===== src/design/block_average_median_decimator_top_defines.svh =====
// Assertion macros shared by the decimator RTL.
// Expects clk and rst_n in the scope of every use.
`ifndef BLOCK_AVERAGE_MEDIAN_DECIMATOR_TOP_DEFINES_SVH
`define BLOCK_AVERAGE_MEDIAN_DECIMATOR_TOP_DEFINES_SVH

// Property must hold at every clock edge out of reset.
`define BAMD_ASSERT(lbl, prop, msg) \
  lbl: assert property (@(posedge clk) disable iff (!rst_n) (prop)) \
    else $error(msg);

// Condition must never be true out of reset.
`define BAMD_NEVER(lbl, cond, msg) \
  lbl: assert property (@(posedge clk) disable iff (!rst_n) !(cond)) \
    else $error(msg);

`endif


===== src/design/bamd_pkg.sv =====
// Package for the block average / median decimator.
// Types, constants and sorting-network helpers; no dependencies.
`timescale 1ns / 1ps

package bamd_pkg;

  localparam int RNG_W      = 16;
  localparam int ANG_W      = 16;
  localparam int MAX_WINDOW = 8;
  localparam int MIN_WINDOW = 4;
  localparam int IDX_W      = $clog2(MAX_WINDOW);
  localparam int FILL_W     = 3;
  localparam int WIN_REGS   = MAX_WINDOW - 1;
  localparam int FIFO_DEPTH = 2;
  localparam int CFG_IDX_W  = 1;
  localparam int CFG_DATA_W = 2;

  localparam logic [1:0] WLOG_RESET = 2'd2;
  localparam logic [1:0] WLOG_8     = 2'd3;

  localparam logic [FILL_W-1:0] LAST_IDX_4 = FILL_W'(MIN_WINDOW - 1);
  localparam logic [FILL_W-1:0] LAST_IDX_8 = FILL_W'(MAX_WINDOW - 1);

  typedef enum logic [CFG_IDX_W-1:0] {
    CFG_FILTER_MODE = 1'b0,
    CFG_WINDOW_LOG2 = 1'b1
  } cfg_idx_t;

  typedef enum logic {
    MODE_AVERAGE = 1'b0,
    MODE_MEDIAN  = 1'b1
  } mode_t;

  typedef logic [MAX_WINDOW-1:0][RNG_W-1:0] rng_vec_t;
  typedef logic [MAX_WINDOW-1:0][ANG_W-1:0] ang_vec_t;

  // One complete window handed from front to back.
  typedef struct packed {
    rng_vec_t rng;
    ang_vec_t ang;
    mode_t    mode;
    logic     w8;
  } job_t;

  // Compare-exchange: smaller value to position i.
  function automatic rng_vec_t cas(rng_vec_t v, logic [IDX_W-1:0] i,
                                   logic [IDX_W-1:0] j);
    rng_vec_t r;
    r = v;
    if (v[j] < v[i]) begin
      r[i] = v[j];
      r[j] = v[i];
    end
    return r;
  endfunction

  // Odd-even merge sort of eight, layers one and two.
  function automatic rng_vec_t sort_l12(rng_vec_t v);
    rng_vec_t r;
    r = cas(v, 3'd0, 3'd1);
    r = cas(r, 3'd2, 3'd3);
    r = cas(r, 3'd4, 3'd5);
    r = cas(r, 3'd6, 3'd7);
    r = cas(r, 3'd0, 3'd2);
    r = cas(r, 3'd1, 3'd3);
    r = cas(r, 3'd4, 3'd6);
    r = cas(r, 3'd5, 3'd7);
    return r;
  endfunction

  // Layers three and four.
  function automatic rng_vec_t sort_l34(rng_vec_t v);
    rng_vec_t r;
    r = cas(v, 3'd1, 3'd2);
    r = cas(r, 3'd5, 3'd6);
    r = cas(r, 3'd0, 3'd4);
    r = cas(r, 3'd1, 3'd5);
    r = cas(r, 3'd2, 3'd6);
    r = cas(r, 3'd3, 3'd7);
    return r;
  endfunction

  // Layers five and six.
  function automatic rng_vec_t sort_l56(rng_vec_t v);
    rng_vec_t r;
    r = cas(v, 3'd2, 3'd4);
    r = cas(r, 3'd3, 3'd5);
    r = cas(r, 3'd1, 3'd2);
    r = cas(r, 3'd3, 3'd4);
    r = cas(r, 3'd5, 3'd6);
    return r;
  endfunction

endpackage


===== src/design/bamd_if.sv =====
// Valid/ready channel interfaces for scan points and filtered points.
// Widths come from bamd_pkg.
`timescale 1ns / 1ps

interface bamd_in_if;
  logic                             valid;
  logic                             ready;
  logic [bamd_pkg::RNG_W-1:0]       range_mm;
  logic signed [bamd_pkg::ANG_W-1:0] angle_code;
  logic                             scan_last;

  modport source(output valid, output range_mm, output angle_code, output scan_last,
                 input ready);
  modport sink(input valid, input range_mm, input angle_code, input scan_last,
               output ready);
endinterface

interface bamd_out_if;
  logic                             valid;
  logic                             ready;
  logic [bamd_pkg::RNG_W-1:0]       filtered_range_mm;
  logic signed [bamd_pkg::ANG_W-1:0] filtered_angle_code;

  modport source(output valid, output filtered_range_mm, output filtered_angle_code,
                 input ready);
  modport sink(input valid, input filtered_range_mm, input filtered_angle_code,
               output ready);
endinterface


===== src/design/block_average_median_decimator_top.sv =====
// Top level of the block average / median decimator.
// Depends on bamd_pkg, bamd_if, bamd_front, bamd_fifo and bamd_back.
`timescale 1ns / 1ps
//
// Usage:
//   in_ch  : scan points (range_mm, angle_code, scan_last), valid/ready.
//   out_ch : one filtered point per completed window of 4 or 8 points.
//   cfg_*  : write port; index 0 = filter_mode (0 average, 1 median),
//            index 1 = window_log2 (3 selects 8 points, anything else 4).
//            Writing window_log2 drops the partial window. Write only idle.
// Throughput: one input item per cycle while the queue is not full. The front end stores
//   each point in a flop window and issues a job when a window completes;
//   a two-entry job queue decouples it from the back end.
// Path: after the edge that accepts the window's last point, the result
//   passes the queue, sort/sum and final stage to out_ch.valid.
// The back end is a three-stage pipeline (sum tree or 8-input odd-even
//   merge sort, two layers a stage), one job per cycle unless stalled.
// Reset (rst_n low, synchronous): empty window, empty queue, no result,
//   filter_mode = average, window_log2 = 2.
// Stall: a waiting result holds on out_ch; the pipeline and queue keep
//   filling, and in_ch.ready drops only while the queue holds two jobs.

module block_average_median_decimator_top (
  input  logic                             clk,
  input  logic                             rst_n,
  input  logic                             cfg_we,
  input  logic [bamd_pkg::CFG_IDX_W-1:0]   cfg_index,
  input  logic [bamd_pkg::CFG_DATA_W-1:0]  cfg_data,
  bamd_in_if.sink                          in_ch,
  bamd_out_if.source                       out_ch
);

  logic           q_push;
  logic           q_full;
  logic           q_pop;
  logic           q_valid;
  bamd_pkg::job_t q_job_in;
  bamd_pkg::job_t q_job_out;

  // Capture points, hold configuration, issue completed windows.
  bamd_front u_front (
    .clk       (clk),
    .rst_n     (rst_n),
    .cfg_we    (cfg_we),
    .cfg_index (cfg_index),
    .cfg_data  (cfg_data),
    .in_ch     (in_ch),
    .q_full    (q_full),
    .q_push    (q_push),
    .q_job     (q_job_in)
  );

  // Buffer jobs so front and back stall independently.
  bamd_fifo u_fifo (
    .clk        (clk),
    .rst_n      (rst_n),
    .push       (q_push),
    .push_job   (q_job_in),
    .full       (q_full),
    .pop        (q_pop),
    .head_valid (q_valid),
    .head_job   (q_job_out)
  );

  // Reduce each window to one point and drive the result channel.
  bamd_back u_back (
    .clk       (clk),
    .rst_n     (rst_n),
    .job_valid (q_valid),
    .job       (q_job_out),
    .job_ready (q_pop),
    .out_ch    (out_ch)
  );

endmodule


===== src/design/bamd_front.sv =====
// Front end: configuration registers, window capture, job issue.
// Depends on bamd_pkg and bamd_in_if.
`timescale 1ns / 1ps
`include "block_average_median_decimator_top_defines.svh"

module bamd_front (
  input  logic                                clk,
  input  logic                                rst_n,
  input  logic                                cfg_we,
  input  logic [bamd_pkg::CFG_IDX_W-1:0]      cfg_index,
  input  logic [bamd_pkg::CFG_DATA_W-1:0]     cfg_data,
  bamd_in_if.sink                             in_ch,
  input  logic                                q_full,
  output logic                                q_push,
  output bamd_pkg::job_t                      q_job
);

  bamd_pkg::mode_t                  mode_r;
  logic [1:0]                       wlog_r;
  logic [bamd_pkg::FILL_W-1:0]      fill_r;
  logic [bamd_pkg::FILL_W-1:0]      fill_nxt;
  logic [bamd_pkg::RNG_W-1:0]       rwin_r [bamd_pkg::WIN_REGS];
  logic [bamd_pkg::ANG_W-1:0]       awin_r [bamd_pkg::WIN_REGS];
  logic                             w8;
  logic                             acc;
  logic                             complete;

  assign w8       = (wlog_r == bamd_pkg::WLOG_8);
  assign in_ch.ready = !q_full;
  assign acc      = in_ch.valid && in_ch.ready;
  assign complete = (fill_r == (w8 ? bamd_pkg::LAST_IDX_8 : bamd_pkg::LAST_IDX_4));
  assign q_push   = acc && complete;

  always_comb begin
    if (complete || in_ch.scan_last) begin
      fill_nxt = '0;
    end else begin
      fill_nxt = fill_r + 1'b1;
    end
  end

  // Assemble the job: held entries plus the completing item at its slot.
  always_comb begin
    for (int i = 0; i < bamd_pkg::WIN_REGS; i++) begin
      if (fill_r == bamd_pkg::FILL_W'(i)) begin
        q_job.rng[i] = in_ch.range_mm;
        q_job.ang[i] = in_ch.angle_code;
      end else begin
        q_job.rng[i] = rwin_r[i];
        q_job.ang[i] = awin_r[i];
      end
    end
    q_job.rng[bamd_pkg::MAX_WINDOW-1] = in_ch.range_mm;
    q_job.ang[bamd_pkg::MAX_WINDOW-1] = in_ch.angle_code;
    q_job.mode = mode_r;
    q_job.w8   = w8;
  end

  always_ff @(posedge clk) begin
    if (!rst_n) begin
      fill_r <= '0;
      mode_r <= bamd_pkg::MODE_AVERAGE;
      wlog_r <= bamd_pkg::WLOG_RESET;
    end else begin
      // A window-length write drops the partial window.
      if (cfg_we && (bamd_pkg::cfg_idx_t'(cfg_index) == bamd_pkg::CFG_WINDOW_LOG2)) begin
        fill_r <= '0;
      end else if (acc) begin
        fill_r <= fill_nxt;
      end
      if (cfg_we) begin
        case (bamd_pkg::cfg_idx_t'(cfg_index))
          bamd_pkg::CFG_FILTER_MODE: begin
            mode_r <= bamd_pkg::mode_t'(cfg_data[0]);
          end
          bamd_pkg::CFG_WINDOW_LOG2: begin
            wlog_r <= cfg_data[1:0];
          end
          default: begin
            mode_r <= mode_r;
          end
        endcase
      end
    end
  end

  always_ff @(posedge clk) begin
    if (acc && !complete) begin
      rwin_r[fill_r] <= in_ch.range_mm;
      awin_r[fill_r] <= in_ch.angle_code;
    end
  end

  `BAMD_ASSERT(a_fill_in_window, !w8 |-> (fill_r < bamd_pkg::LAST_IDX_4 + 1'b1), "fill past short window")

endmodule


===== src/design/bamd_fifo.sv =====
// Two-entry job queue between front and back.
// Depends on bamd_pkg.
`timescale 1ns / 1ps
`include "block_average_median_decimator_top_defines.svh"

module bamd_fifo (
  input  logic           clk,
  input  logic           rst_n,
  input  logic           push,
  input  bamd_pkg::job_t push_job,
  output logic           full,
  input  logic           pop,
  output logic           head_valid,
  output bamd_pkg::job_t head_job
);

  localparam int PTR_W = $clog2(bamd_pkg::FIFO_DEPTH);
  localparam int CNT_W = $clog2(bamd_pkg::FIFO_DEPTH + 1);

  bamd_pkg::job_t    mem_r [bamd_pkg::FIFO_DEPTH];
  logic [PTR_W-1:0]  wr_ptr_r;
  logic [PTR_W-1:0]  rd_ptr_r;
  logic [CNT_W-1:0]  count_r;
  logic              do_pop;

  assign full       = (count_r == CNT_W'(bamd_pkg::FIFO_DEPTH));
  assign head_valid = (count_r != '0);
  assign head_job   = mem_r[rd_ptr_r];
  assign do_pop     = pop && head_valid;

  always_ff @(posedge clk) begin
    if (!rst_n) begin
      wr_ptr_r <= '0;
      rd_ptr_r <= '0;
      count_r  <= '0;
    end else begin
      if (push) begin
        wr_ptr_r <= wr_ptr_r + 1'b1;
      end
      if (do_pop) begin
        rd_ptr_r <= rd_ptr_r + 1'b1;
      end
      if (push && !do_pop) begin
        count_r <= count_r + 1'b1;
      end else if (do_pop && !push) begin
        count_r <= count_r - 1'b1;
      end
    end
  end

  always_ff @(posedge clk) begin
    if (push) begin
      mem_r[wr_ptr_r] <= push_job;
    end
  end

  `BAMD_NEVER(a_no_push_full, push && full, "job pushed into full queue")
  `BAMD_ASSERT(a_count_bound, count_r <= CNT_W'(bamd_pkg::FIFO_DEPTH), "queue count overflow")

endmodule


===== src/design/bamd_back.sv =====
// Back end: three-stage reduction (sum tree or sorting network) per job.
// Depends on bamd_pkg and bamd_out_if.
`timescale 1ns / 1ps
`include "block_average_median_decimator_top_defines.svh"

module bamd_back (
  input  logic           clk,
  input  logic           rst_n,
  input  logic           job_valid,
  input  bamd_pkg::job_t job,
  output logic           job_ready,
  bamd_out_if.source     out_ch
);

  localparam int PS_W = bamd_pkg::RNG_W + 1;
  localparam int TS_W = bamd_pkg::RNG_W + 3;

  // stage 1
  logic                               v1_r;
  bamd_pkg::rng_vec_t                 s1_rng_r;
  logic [3:0][PS_W-1:0]               s1_rp_r;
  logic [3:0][PS_W-1:0]               s1_ap_r;
  logic signed [PS_W-1:0]             s1_mid_r;
  bamd_pkg::mode_t                    s1_mode_r;
  logic                               s1_w8_r;
  // stage 2
  logic                               v2_r;
  bamd_pkg::rng_vec_t                 s2_rng_r;
  logic [TS_W-1:0]                    s2_rsum_r;
  logic signed [TS_W-1:0]             s2_asum_r;
  logic signed [PS_W-1:0]             s2_mid_r;
  bamd_pkg::mode_t                    s2_mode_r;
  logic                               s2_w8_r;
  // stage 3 (output)
  logic                               v3_r;
  logic [bamd_pkg::RNG_W-1:0]         o_rng_r;
  logic [bamd_pkg::ANG_W-1:0]         o_ang_r;

  logic                               rdy1;
  logic                               rdy2;
  logic                               rdy3;

  bamd_pkg::rng_vec_t                 srt_in;
  bamd_pkg::rng_vec_t                 rz;
  bamd_pkg::ang_vec_t                 az;
  logic [3:0][PS_W-1:0]               rp_nxt;
  logic [3:0][PS_W-1:0]               ap_nxt;
  logic signed [PS_W-1:0]             mid_nxt;
  logic [TS_W-1:0]                    rsum_nxt;
  logic signed [TS_W-1:0]             asum_nxt;
  bamd_pkg::rng_vec_t                 s3_rng;
  logic [PS_W-1:0]                    med_sum;
  logic [bamd_pkg::RNG_W-1:0]         o_rng_nxt;
  logic [bamd_pkg::ANG_W-1:0]         o_ang_nxt;

  assign rdy3      = !v3_r || out_ch.ready;
  assign rdy2      = !v2_r || rdy3;
  assign rdy1      = !v1_r || rdy2;
  assign job_ready = rdy1;

  // Short window: pad the sort with max values and the sums with zero.
  always_comb begin
    for (int i = 0; i < bamd_pkg::MAX_WINDOW; i++) begin
      if (i >= bamd_pkg::MIN_WINDOW && !job.w8) begin
        srt_in[i] = '1;
        rz[i]     = '0;
        az[i]     = '0;
      end else begin
        srt_in[i] = job.rng[i];
        rz[i]     = job.rng[i];
        az[i]     = job.ang[i];
      end
    end
    for (int k = 0; k < 4; k++) begin
      rp_nxt[k] = {1'b0, rz[2*k]} + {1'b0, rz[2*k+1]};
      ap_nxt[k] = {az[2*k][bamd_pkg::ANG_W-1], az[2*k]}
                + {az[2*k+1][bamd_pkg::ANG_W-1], az[2*k+1]};
    end
    if (job.w8) begin
      mid_nxt = $signed({job.ang[3][bamd_pkg::ANG_W-1], job.ang[3]})
              + $signed({job.ang[4][bamd_pkg::ANG_W-1], job.ang[4]});
    end else begin
      mid_nxt = $signed({job.ang[1][bamd_pkg::ANG_W-1], job.ang[1]})
              + $signed({job.ang[2][bamd_pkg::ANG_W-1], job.ang[2]});
    end
  end

  always_comb begin
    rsum_nxt = TS_W'(s1_rp_r[0]) + TS_W'(s1_rp_r[1])
             + TS_W'(s1_rp_r[2]) + TS_W'(s1_rp_r[3]);
    asum_nxt = TS_W'($signed(s1_ap_r[0])) + TS_W'($signed(s1_ap_r[1]))
             + TS_W'($signed(s1_ap_r[2])) + TS_W'($signed(s1_ap_r[3]));
  end

  always_comb begin
    s3_rng = bamd_pkg::sort_l56(s2_rng_r);
    if (s2_w8_r) begin
      med_sum = {1'b0, s3_rng[3]} + {1'b0, s3_rng[4]};
    end else begin
      med_sum = {1'b0, s3_rng[1]} + {1'b0, s3_rng[2]};
    end
    case (s2_mode_r)
      bamd_pkg::MODE_MEDIAN: begin
        o_rng_nxt = med_sum[PS_W-1:1];
        o_ang_nxt = s2_mid_r[PS_W-1:1];
      end
      default: begin
        if (s2_w8_r) begin
          o_rng_nxt = s2_rsum_r[TS_W-1:3];
          o_ang_nxt = s2_asum_r[TS_W-1:3];
        end else begin
          o_rng_nxt = s2_rsum_r[TS_W-2:2];
          o_ang_nxt = s2_asum_r[TS_W-2:2];
        end
      end
    endcase
  end

  always_ff @(posedge clk) begin
    if (!rst_n) begin
      v1_r <= 1'b0;
      v2_r <= 1'b0;
      v3_r <= 1'b0;
    end else begin
      if (rdy1) begin
        v1_r <= job_valid;
      end
      if (rdy2) begin
        v2_r <= v1_r;
      end
      if (rdy3) begin
        v3_r <= v2_r;
      end
    end
  end

  always_ff @(posedge clk) begin
    if (rdy1) begin
      s1_rng_r  <= bamd_pkg::sort_l12(srt_in);
      s1_rp_r   <= rp_nxt;
      s1_ap_r   <= ap_nxt;
      s1_mid_r  <= mid_nxt;
      s1_mode_r <= job.mode;
      s1_w8_r   <= job.w8;
    end
    if (rdy2) begin
      s2_rng_r  <= bamd_pkg::sort_l34(s1_rng_r);
      s2_rsum_r <= rsum_nxt;
      s2_asum_r <= asum_nxt;
      s2_mid_r  <= s1_mid_r;
      s2_mode_r <= s1_mode_r;
      s2_w8_r   <= s1_w8_r;
    end
    if (rdy3) begin
      o_rng_r <= o_rng_nxt;
      o_ang_r <= o_ang_nxt;
    end
  end

  assign out_ch.valid               = v3_r;
  assign out_ch.filtered_range_mm   = o_rng_r;
  assign out_ch.filtered_angle_code = o_ang_r;

  `BAMD_ASSERT(a_s2_hold, (v2_r && !rdy3) |=> (v2_r && $stable(s2_rsum_r) && $stable(s2_mid_r)), "stage 2 lost while stalled")

endmodule

===== src/flat_wrapper.sv =====
// flat-port wrapper written by rule: the top's interface ports become plain ports
module block_average_median_decimator_top_flat 
  (clk, rst_n, cfg_we, cfg_index, cfg_data, in_ch_valid, in_ch_range_mm, in_ch_angle_code, in_ch_scan_last, in_ch_ready, out_ch_valid, out_ch_filtered_range_mm, out_ch_filtered_angle_code, out_ch_ready);
  bamd_in_if in_ch_i ();
  bamd_out_if out_ch_i ();
  input  logic clk;
  input  logic rst_n;
  input  logic cfg_we;
  input  logic [bamd_pkg::CFG_IDX_W-1:0] cfg_index;
  input  logic [bamd_pkg::CFG_DATA_W-1:0] cfg_data;
  input wire logic [$bits(in_ch_i.valid)-1:0] in_ch_valid;
  input wire logic [$bits(in_ch_i.range_mm)-1:0] in_ch_range_mm;
  input wire logic [$bits(in_ch_i.angle_code)-1:0] in_ch_angle_code;
  input wire logic [$bits(in_ch_i.scan_last)-1:0] in_ch_scan_last;
  output wire logic [$bits(in_ch_i.ready)-1:0] in_ch_ready;
  output wire logic [$bits(out_ch_i.valid)-1:0] out_ch_valid;
  output wire logic [$bits(out_ch_i.filtered_range_mm)-1:0] out_ch_filtered_range_mm;
  output wire logic [$bits(out_ch_i.filtered_angle_code)-1:0] out_ch_filtered_angle_code;
  input wire logic [$bits(out_ch_i.ready)-1:0] out_ch_ready;
  assign in_ch_i.valid = in_ch_valid;
  assign in_ch_i.range_mm = in_ch_range_mm;
  assign in_ch_i.angle_code = in_ch_angle_code;
  assign in_ch_i.scan_last = in_ch_scan_last;
  assign in_ch_ready = in_ch_i.ready;
  assign out_ch_valid = out_ch_i.valid;
  assign out_ch_filtered_range_mm = out_ch_i.filtered_range_mm;
  assign out_ch_filtered_angle_code = out_ch_i.filtered_angle_code;
  assign out_ch_i.ready = out_ch_ready;
  block_average_median_decimator_top u_core (.clk(clk), .rst_n(rst_n), .cfg_we(cfg_we), .cfg_index(cfg_index), .cfg_data(cfg_data), .in_ch(in_ch_i), .out_ch(out_ch_i));
endmodule

===== config.mk =====
export PLATFORM = sky130hd
export DESIGN_NAME = block_average_median_decimator_top_flat
export DESIGN_NICKNAME = d
export VERILOG_FILES = /design/src/design/bamd_pkg.sv /design/src/design/bamd_if.sv /design/src/design/block_average_median_decimator_top.sv /design/src/design/bamd_front.sv /design/src/design/bamd_fifo.sv /design/src/design/bamd_back.sv /design/src/flat_wrapper.sv
export VERILOG_INCLUDE_DIRS = /design/src /design/src/design
export SDC_FILE = /design/constraint.sdc
export NUM_CORES = 2
export LEC_CHECK = 0
export BUFFER_PORTS_ARGS = -buffer_cell sky130_fd_sc_hd__buf_4
export CORE_MARGIN = 4
export CORE_UTILIZATION = 40
export DETAILED_ROUTE_END_ITERATION = 7
export SLEW_MARGIN = 20
export SYNTH_ARGS = -nofsm -noshare
export SYNTH_HDL_FRONTEND = slang
export SYNTH_SLANG_ARGS = --single-unit

===== constraint.sdc =====
create_clock -name clk -period 54.6 [get_ports clk]
set_clock_uncertainty 0.05 [all_clocks]
set_input_delay 8.19 -clock clk [delete_from_list [all_inputs] [get_ports clk]]
set_output_delay 8.19 -clock clk [all_outputs]
set_load 0.005 [all_outputs]

==> impl_metrics.prom <==
# TYPE chip_impl_metric gauge
chip_impl_metric{name="fp.dieArea",unit="um^2"} 169000
chip_impl_metric{name="antenna_violating_nets_post_route",unit=""} 0
chip_impl_metric{name="floorplan.io_pins",unit=""} 75
chip_impl_metric{name="per_cell_via_count_in_the_routed_design",unit=""} 5.34
chip_impl_metric{name="yosys_warnings",unit=""} 0
chip_impl_metric{name="transition_time_at_the_pin_with_the_least_slew_margin",unit="ns"} 1.24
chip_impl_metric{name="post_cts.repair.setup_buffers",unit=""} 0
chip_impl_metric{name="crit_required",unit="ns"} 54.94
chip_impl_metric{name="cts_max_level",unit=""} 4
chip_impl_metric{name="slew_violations",unit=""} 0
chip_impl_info{name="crit_path_top_delay_cell",value="sky130_fd_sc_hd__buf_4"} 1
chip_impl_info{name="worst_min_delay_path_class",value="flip-flop to flip-flop"} 1
chip_impl_metric{name="drt-total-wl",unit="mm"} 166
chip_impl_info{name="result_of_the_run",value="complete, no violations"} 1
chip_impl_metric{name="netlist_area",unit="um^2"} 65100
chip_impl_metric{name="n_fill_cell",unit=""} 14300
chip_impl_metric{name="postSynthCellCount",unit=""} 5052
chip_impl_metric{name="synth_nets",unit=""} 5642
chip_impl_metric{name="place_congestion",unit=""} 0.856
chip_impl_info{name="cell_type_with_the_highest_occurrence_count_on_the_critical_path",value="sky130_fd_sc_hd__buf_4"} 1
chip_impl_metric{name="fmax",unit="GHz"} 0.0909
chip_impl_metric{name="fp-row-count",unit=""} 147
chip_impl_metric{name="antenna_violations_before_repair",unit=""} 8
chip_impl_metric{name="final.period_utilization",unit=""} 0.202
chip_impl_metric{name="layout-drive-gt1-share",unit=""} 0.147
chip_impl_metric{name="cts.sinks",unit=""} 1200
chip_impl_metric{name="postSynthAreaPerCell",unit="um^2"} 12.9
chip_impl_metric{name="clk_latency",unit="ns"} 0.79
chip_impl_metric{name="tritoncts.num_buffers",unit=""} 137
chip_impl_metric{name="layout.nets",unit=""} 5749
chip_impl_metric{name="pin_count_of_the_biggest_net_entering_global_routing",unit=""} 130
chip_impl_info{name="cp-end-kind",value="flip-flop"} 1
chip_impl_info{name="synth_top_area_cell",value="sky130_fd_sc_hd__edfxtp_1"} 1
chip_impl_metric{name="worst-path-stages",unit=""} 6
chip_impl_metric{name="period_minus_slack",unit="ns"} 11.01
chip_impl_metric{name="max_slew_margin",unit=""} 0.176
chip_impl_metric{name="seq_area_frac_synth",unit=""} 0.551
chip_impl_info{name="critical-path-top-delay-family",value="buffers and inverters"} 1
chip_impl_info{name="timing.setup.critical_path_class",value="input pin to flip-flop"} 1
chip_impl_metric{name="clk_pin_slew_worst_paths",unit="ns"} 0.06
chip_impl_metric{name="worstPathArrival",unit="ns"} 11.35
chip_impl_info{name="ys.flop_type",value="sky130_fd_sc_hd__edfxtp_1"} 1
chip_impl_metric{name="area_delta_synth_final",unit="%"} 11.8
chip_impl_info{name="worstPathCellList",value="buf_4 > nor2b_1 > nand3_4 > buf_4 > buf_4 > buf_4"} 1
chip_impl_info{name="cts_tree",value="yes"} 1
chip_impl_info{name="rsz0062_at_grt",value="no"} 1
chip_impl_metric{name="track_usage",unit=""} 0.194
chip_impl_info{name="synth.top_cells.by_area",value="sky130_fd_sc_hd__edfxtp_1 (55%), sky130_fd_sc_hd__ha_1 (9.0%), sky130_fd_sc_hd__mux2_2 (6.9%), sky130_fd_sc_hd__mux2i_1 (6.3%), sky130_fd_sc_hd__fa_1 (2.5%)"} 1
chip_impl_metric{name="first_global_vias",unit=""} 38900
chip_impl_metric{name="floorplan.core_area",unit="um^2"} 161000
chip_impl_metric{name="detailedPlacementHpwl",unit="mm"} 119
chip_impl_metric{name="cts_resized",unit=""} 0
chip_impl_metric{name="yosys.cell_types.count",unit=""} 78
chip_impl_metric{name="routedWlPerCell",unit="um"} 22.4
chip_impl_info{name="clockRootBuffer",value="sky130_fd_sc_hd__clkbuf_16"} 1
chip_impl_metric{name="synth-seq-cells",unit=""} 1200
chip_impl_metric{name="async_flop_share",unit=""} 0
chip_impl_metric{name="crit_path_max_fanout",unit=""} 83
chip_impl_metric{name="worst-r2r-cell-count",unit=""} 22
chip_impl_metric{name="fin_setup_tns",unit="ns"} 0
chip_impl_info{name="start_kind",value="input pin"} 1
chip_impl_metric{name="cts.hold.buffers_added",unit=""} 0
chip_impl_metric{name="grt_overflow",unit=""} 0
chip_impl_metric{name="io_buffer_count",unit=""} 74
chip_impl_metric{name="initial_util",unit=""} 0.404
chip_impl_metric{name="grt_first_pass_wirelength",unit="mm"} 245
chip_impl_metric{name="drv.max_cap_violation_count",unit=""} 0
chip_impl_metric{name="holdPathStages",unit=""} 0
chip_impl_metric{name="number_of_enable_flip_flop_cells_after_synthesis",unit=""} 1186
chip_impl_metric{name="setup_viol",unit=""} 0
chip_impl_metric{name="synth.top_cell.area_share",unit=""} 0.547
chip_impl_metric{name="firstDrtPassIters",unit=""} 6
chip_impl_metric{name="post-route-drc-count",unit=""} 0
chip_impl_metric{name="final_hold_viol_count",unit=""} 0
chip_impl_metric{name="via_count",unit=""} 39700
chip_impl_metric{name="horizontal_die_dimension",unit="um"} 411
chip_impl_metric{name="die_h",unit="um"} 411
chip_impl_metric{name="slowest_delay",unit="ns"} 0.86
chip_impl_metric{name="clockBufferDepth",unit=""} 3
chip_impl_metric{name="cp_num_buf_inv",unit=""} 4
chip_impl_metric{name="initialDrtViolationCount",unit=""} 3443
[per-stage QoR]
stage / util / std cells / cell area (um^2) / worst slack, ns / hold WS (ns)
6_report: 0.451 / 7431 / 72700 / 43.59 / 0.369
3_3_place_gp: 0.424 / 7179 / 68300 / 42.87 / 0.354
3_5_place_dp: 0.424 / 7179 / 68300 / 42.78 / 0.355
2_1_floorplan: - / 5052 / 65100 / 27.38 / 0.350
4_1_cts: 0.451 / 7428 / 72700 / 43.63 / 0.369
5_1_grt: 0.451 / 7431 / 72700 / 43.34 / 0.374
[path summary, 6_finish.rpt]
kind	end	start	slack, ns
worst max register to register	u_core.u_back.s1_rng_r[32]	flip-flop	45.96
worst max-delay path	u_core.u_back.s1_rng_r[18]	out_ch_ready	43.59
worst min-delay path	u_core.u_back.s2_w8_r	u_core.u_back.s1_w8_r	0.37
worst min register to register	u_core.u_back.s2_w8_r	u_core.u_back.s1_w8_r	0.37
[per-layer routing]
layer / part of all wire / GRT usage / wire (um) / up-vias
met4: 0.018 / 0.0477 / 3070 / 0
met2: 0.45 / 0.302 / 74800 / 962
met3: 0.052 / 0.0286 / 8700 / 184
li1: - / - / - / 18900
met5: 0 / 0 / 0 / -
met1: 0.48 / 0.286 / 79700 / 19700
[placed cells by master (no fill, tap or decap), types with 25 or more instances in the layout]
master | synthesis | routed
sky130_fd_sc_hd__inv_1 | 402 | 400
sky130_fd_sc_hd__a21o_1 | 70 | 70
sky130_fd_sc_hd__buf_4 | 5 | 122
sky130_fd_sc_hd__a21boi_0 | 40 | 40
sky130_fd_sc_hd__nand2_1 | 297 | 291
sky130_fd_sc_hd__xnor2_1 | 129 | 129
sky130_fd_sc_hd__mux2i_1 | 411 | 410
sky130_fd_sc_hd__ha_1 | 468 | 467
sky130_fd_sc_hd__clkbuf_1 | 80 | 25
sky130_fd_sc_hd__a21oi_1 | 180 | 180
sky130_fd_sc_hd__nand4_1 | 38 | 38
sky130_fd_sc_hd__and2_1 | 28 | 27
sky130_fd_sc_hd__nand3_1 | 76 | 74
sky130_fd_sc_hd__nand2b_1 | 37 | 37
sky130_fd_sc_hd__clkbuf_16 | 0 | 141
sky130_fd_sc_hd__edfxtp_1 | 1186 | 1186
sky130_fd_sc_hd__nor2_1 | 335 | 330
sky130_fd_sc_hd__nor2b_1 | 43 | 42
sky130_fd_sc_hd__clkinv_1 | 1 | 29
sky130_fd_sc_hd__o21a_1 | 31 | 30
sky130_fd_sc_hd__xor2_1 | 26 | 26
sky130_fd_sc_hd__nor3_1 | 73 | 69
sky130_fd_sc_hd__mux2_2 | 398 | 398
sky130_fd_sc_hd__o21ai_0 | 259 | 259
sky130_fd_sc_hd__fa_1 | 81 | 81
[cell type report]
type | instances | area [um^2] | share of cell area
flip-flops and latches | 1200 | 35900 | 0.493
multi-input cells | 3291 | 27300 | 0.375
clock buffers | 168 | 3650 | 0.0502
well taps | 2160 | 2700 | 0.0372
inverters | 403 | 1520 | 0.0208
repair buffers | 126 | 987 | 0.0136
clock inverters | 81 | 733 | 0.0101
diodes | 2 | 5.00 | 0.0000688
[state kept, by name, summed over array words and instances (netlist names), 2 cells and up, named ones only]
register and flops:
u_core.u_fifo.mem_r 516, u_core.u_back.s1_rng_r 128, u_core.u_front.awin_r 112, u_core.u_front.rwin_r 112, u_core.u_back.s2_rng_r 80, u_core.u_back.s1_ap_r 68, u_core.u_back.s1_rp_r 68, u_core.u_back.s2_asum_r 17
u_core.u_back.s2_rsum_r 17, u_core.u_back.out_ch.filtered_angle_code 16, u_core.u_back.out_ch.filtered_range_mm 16, u_core.u_back.s1_mid_r 16, u_core.u_back.s2_mid_r 16, u_core.u_front.fill_r 3, u_core.u_fifo.count_r 2, u_core.u_front.wlog_r 2
[worst reg2reg max path, stage by stage (launching register included)]
cell and delay (ns):
sky130_fd_sc_hd__dfxtp_4 0.85, sky130_fd_sc_hd__buf_12 0.55, sky130_fd_sc_hd__mux2i_1 0.54, sky130_fd_sc_hd__inv_1 0.16, sky130_fd_sc_hd__ha_1 0.33, sky130_fd_sc_hd__nor2b_1 0.13, sky130_fd_sc_hd__o21ai_0 0.17, sky130_fd_sc_hd__a21oi_1 0.10
sky130_fd_sc_hd__o21ai_0 0.26, sky130_fd_sc_hd__a21oi_1 0.14, sky130_fd_sc_hd__o2111ai_1 0.37, sky130_fd_sc_hd__o211ai_1 0.53, sky130_fd_sc_hd__buf_4 0.46, sky130_fd_sc_hd__o21ai_0 0.64, sky130_fd_sc_hd__inv_1 0.10, sky130_fd_sc_hd__ha_1 0.33
sky130_fd_sc_hd__a21o_1 0.19, sky130_fd_sc_hd__a21o_1 0.18, sky130_fd_sc_hd__a21oi_1 0.19, sky130_fd_sc_hd__nor2_1 0.06, sky130_fd_sc_hd__a211oi_1 0.76, sky130_fd_sc_hd__o21a_2 0.90, sky130_fd_sc_hd__mux2i_1 0.43
[cell families after synthesis]
kind of cell	share of synthesized area
AND/OR/NAND/NOR	0.0698
multiplexers	0.136
XOR/XNOR	0.0209
buffers and inverters	0.0333
AO/OA/AOI/OAI	0.0739
flip-flops	0.551
adder cells (fa/ha/maj)	0.115
[synthesized netlist by cell type (10+ instances only)]
cell type and number:
sky130_fd_sc_hd__o2111ai_1 13, sky130_fd_sc_hd__o21bai_1 24, sky130_fd_sc_hd__buf_1 51, sky130_fd_sc_hd__a21o_1 70
sky130_fd_sc_hd__a21oi_1 180, sky130_fd_sc_hd__nand3b_1 11, sky130_fd_sc_hd__mux2_2 398, sky130_fd_sc_hd__inv_1 402
sky130_fd_sc_hd__mux4_2 11, sky130_fd_sc_hd__nand2_1 297, sky130_fd_sc_hd__o211ai_1 10, sky130_fd_sc_hd__buf_2 20
sky130_fd_sc_hd__edfxtp_1 1186, sky130_fd_sc_hd__dfxtp_1 14, sky130_fd_sc_hd__nor2_1 335, sky130_fd_sc_hd__nand4_1 38
sky130_fd_sc_hd__clkbuf_1 80, sky130_fd_sc_hd__a21boi_0 40, sky130_fd_sc_hd__a211oi_1 19, sky130_fd_sc_hd__nand3_1 76
sky130_fd_sc_hd__mux2i_1 411, sky130_fd_sc_hd__xnor2_1 129, sky130_fd_sc_hd__xor2_1 26, sky130_fd_sc_hd__fa_1 81
sky130_fd_sc_hd__o21ai_0 259, sky130_fd_sc_hd__o31a_1 10, sky130_fd_sc_hd__o22ai_1 12, sky130_fd_sc_hd__and2_1 28
sky130_fd_sc_hd__nor3_1 73, sky130_fd_sc_hd__nand2b_1 37, sky130_fd_sc_hd__ha_1 468, sky130_fd_sc_hd__nor2b_1 43
sky130_fd_sc_hd__or3_1 21, sky130_fd_sc_hd__a211o_1 10, sky130_fd_sc_hd__a31oi_1 14, sky130_fd_sc_hd__and3_1 10
sky130_fd_sc_hd__o21a_1 31
Power is not shown: default switching activity piles up to over one toggle a cycle in this logic, so the estimate is an artifact.
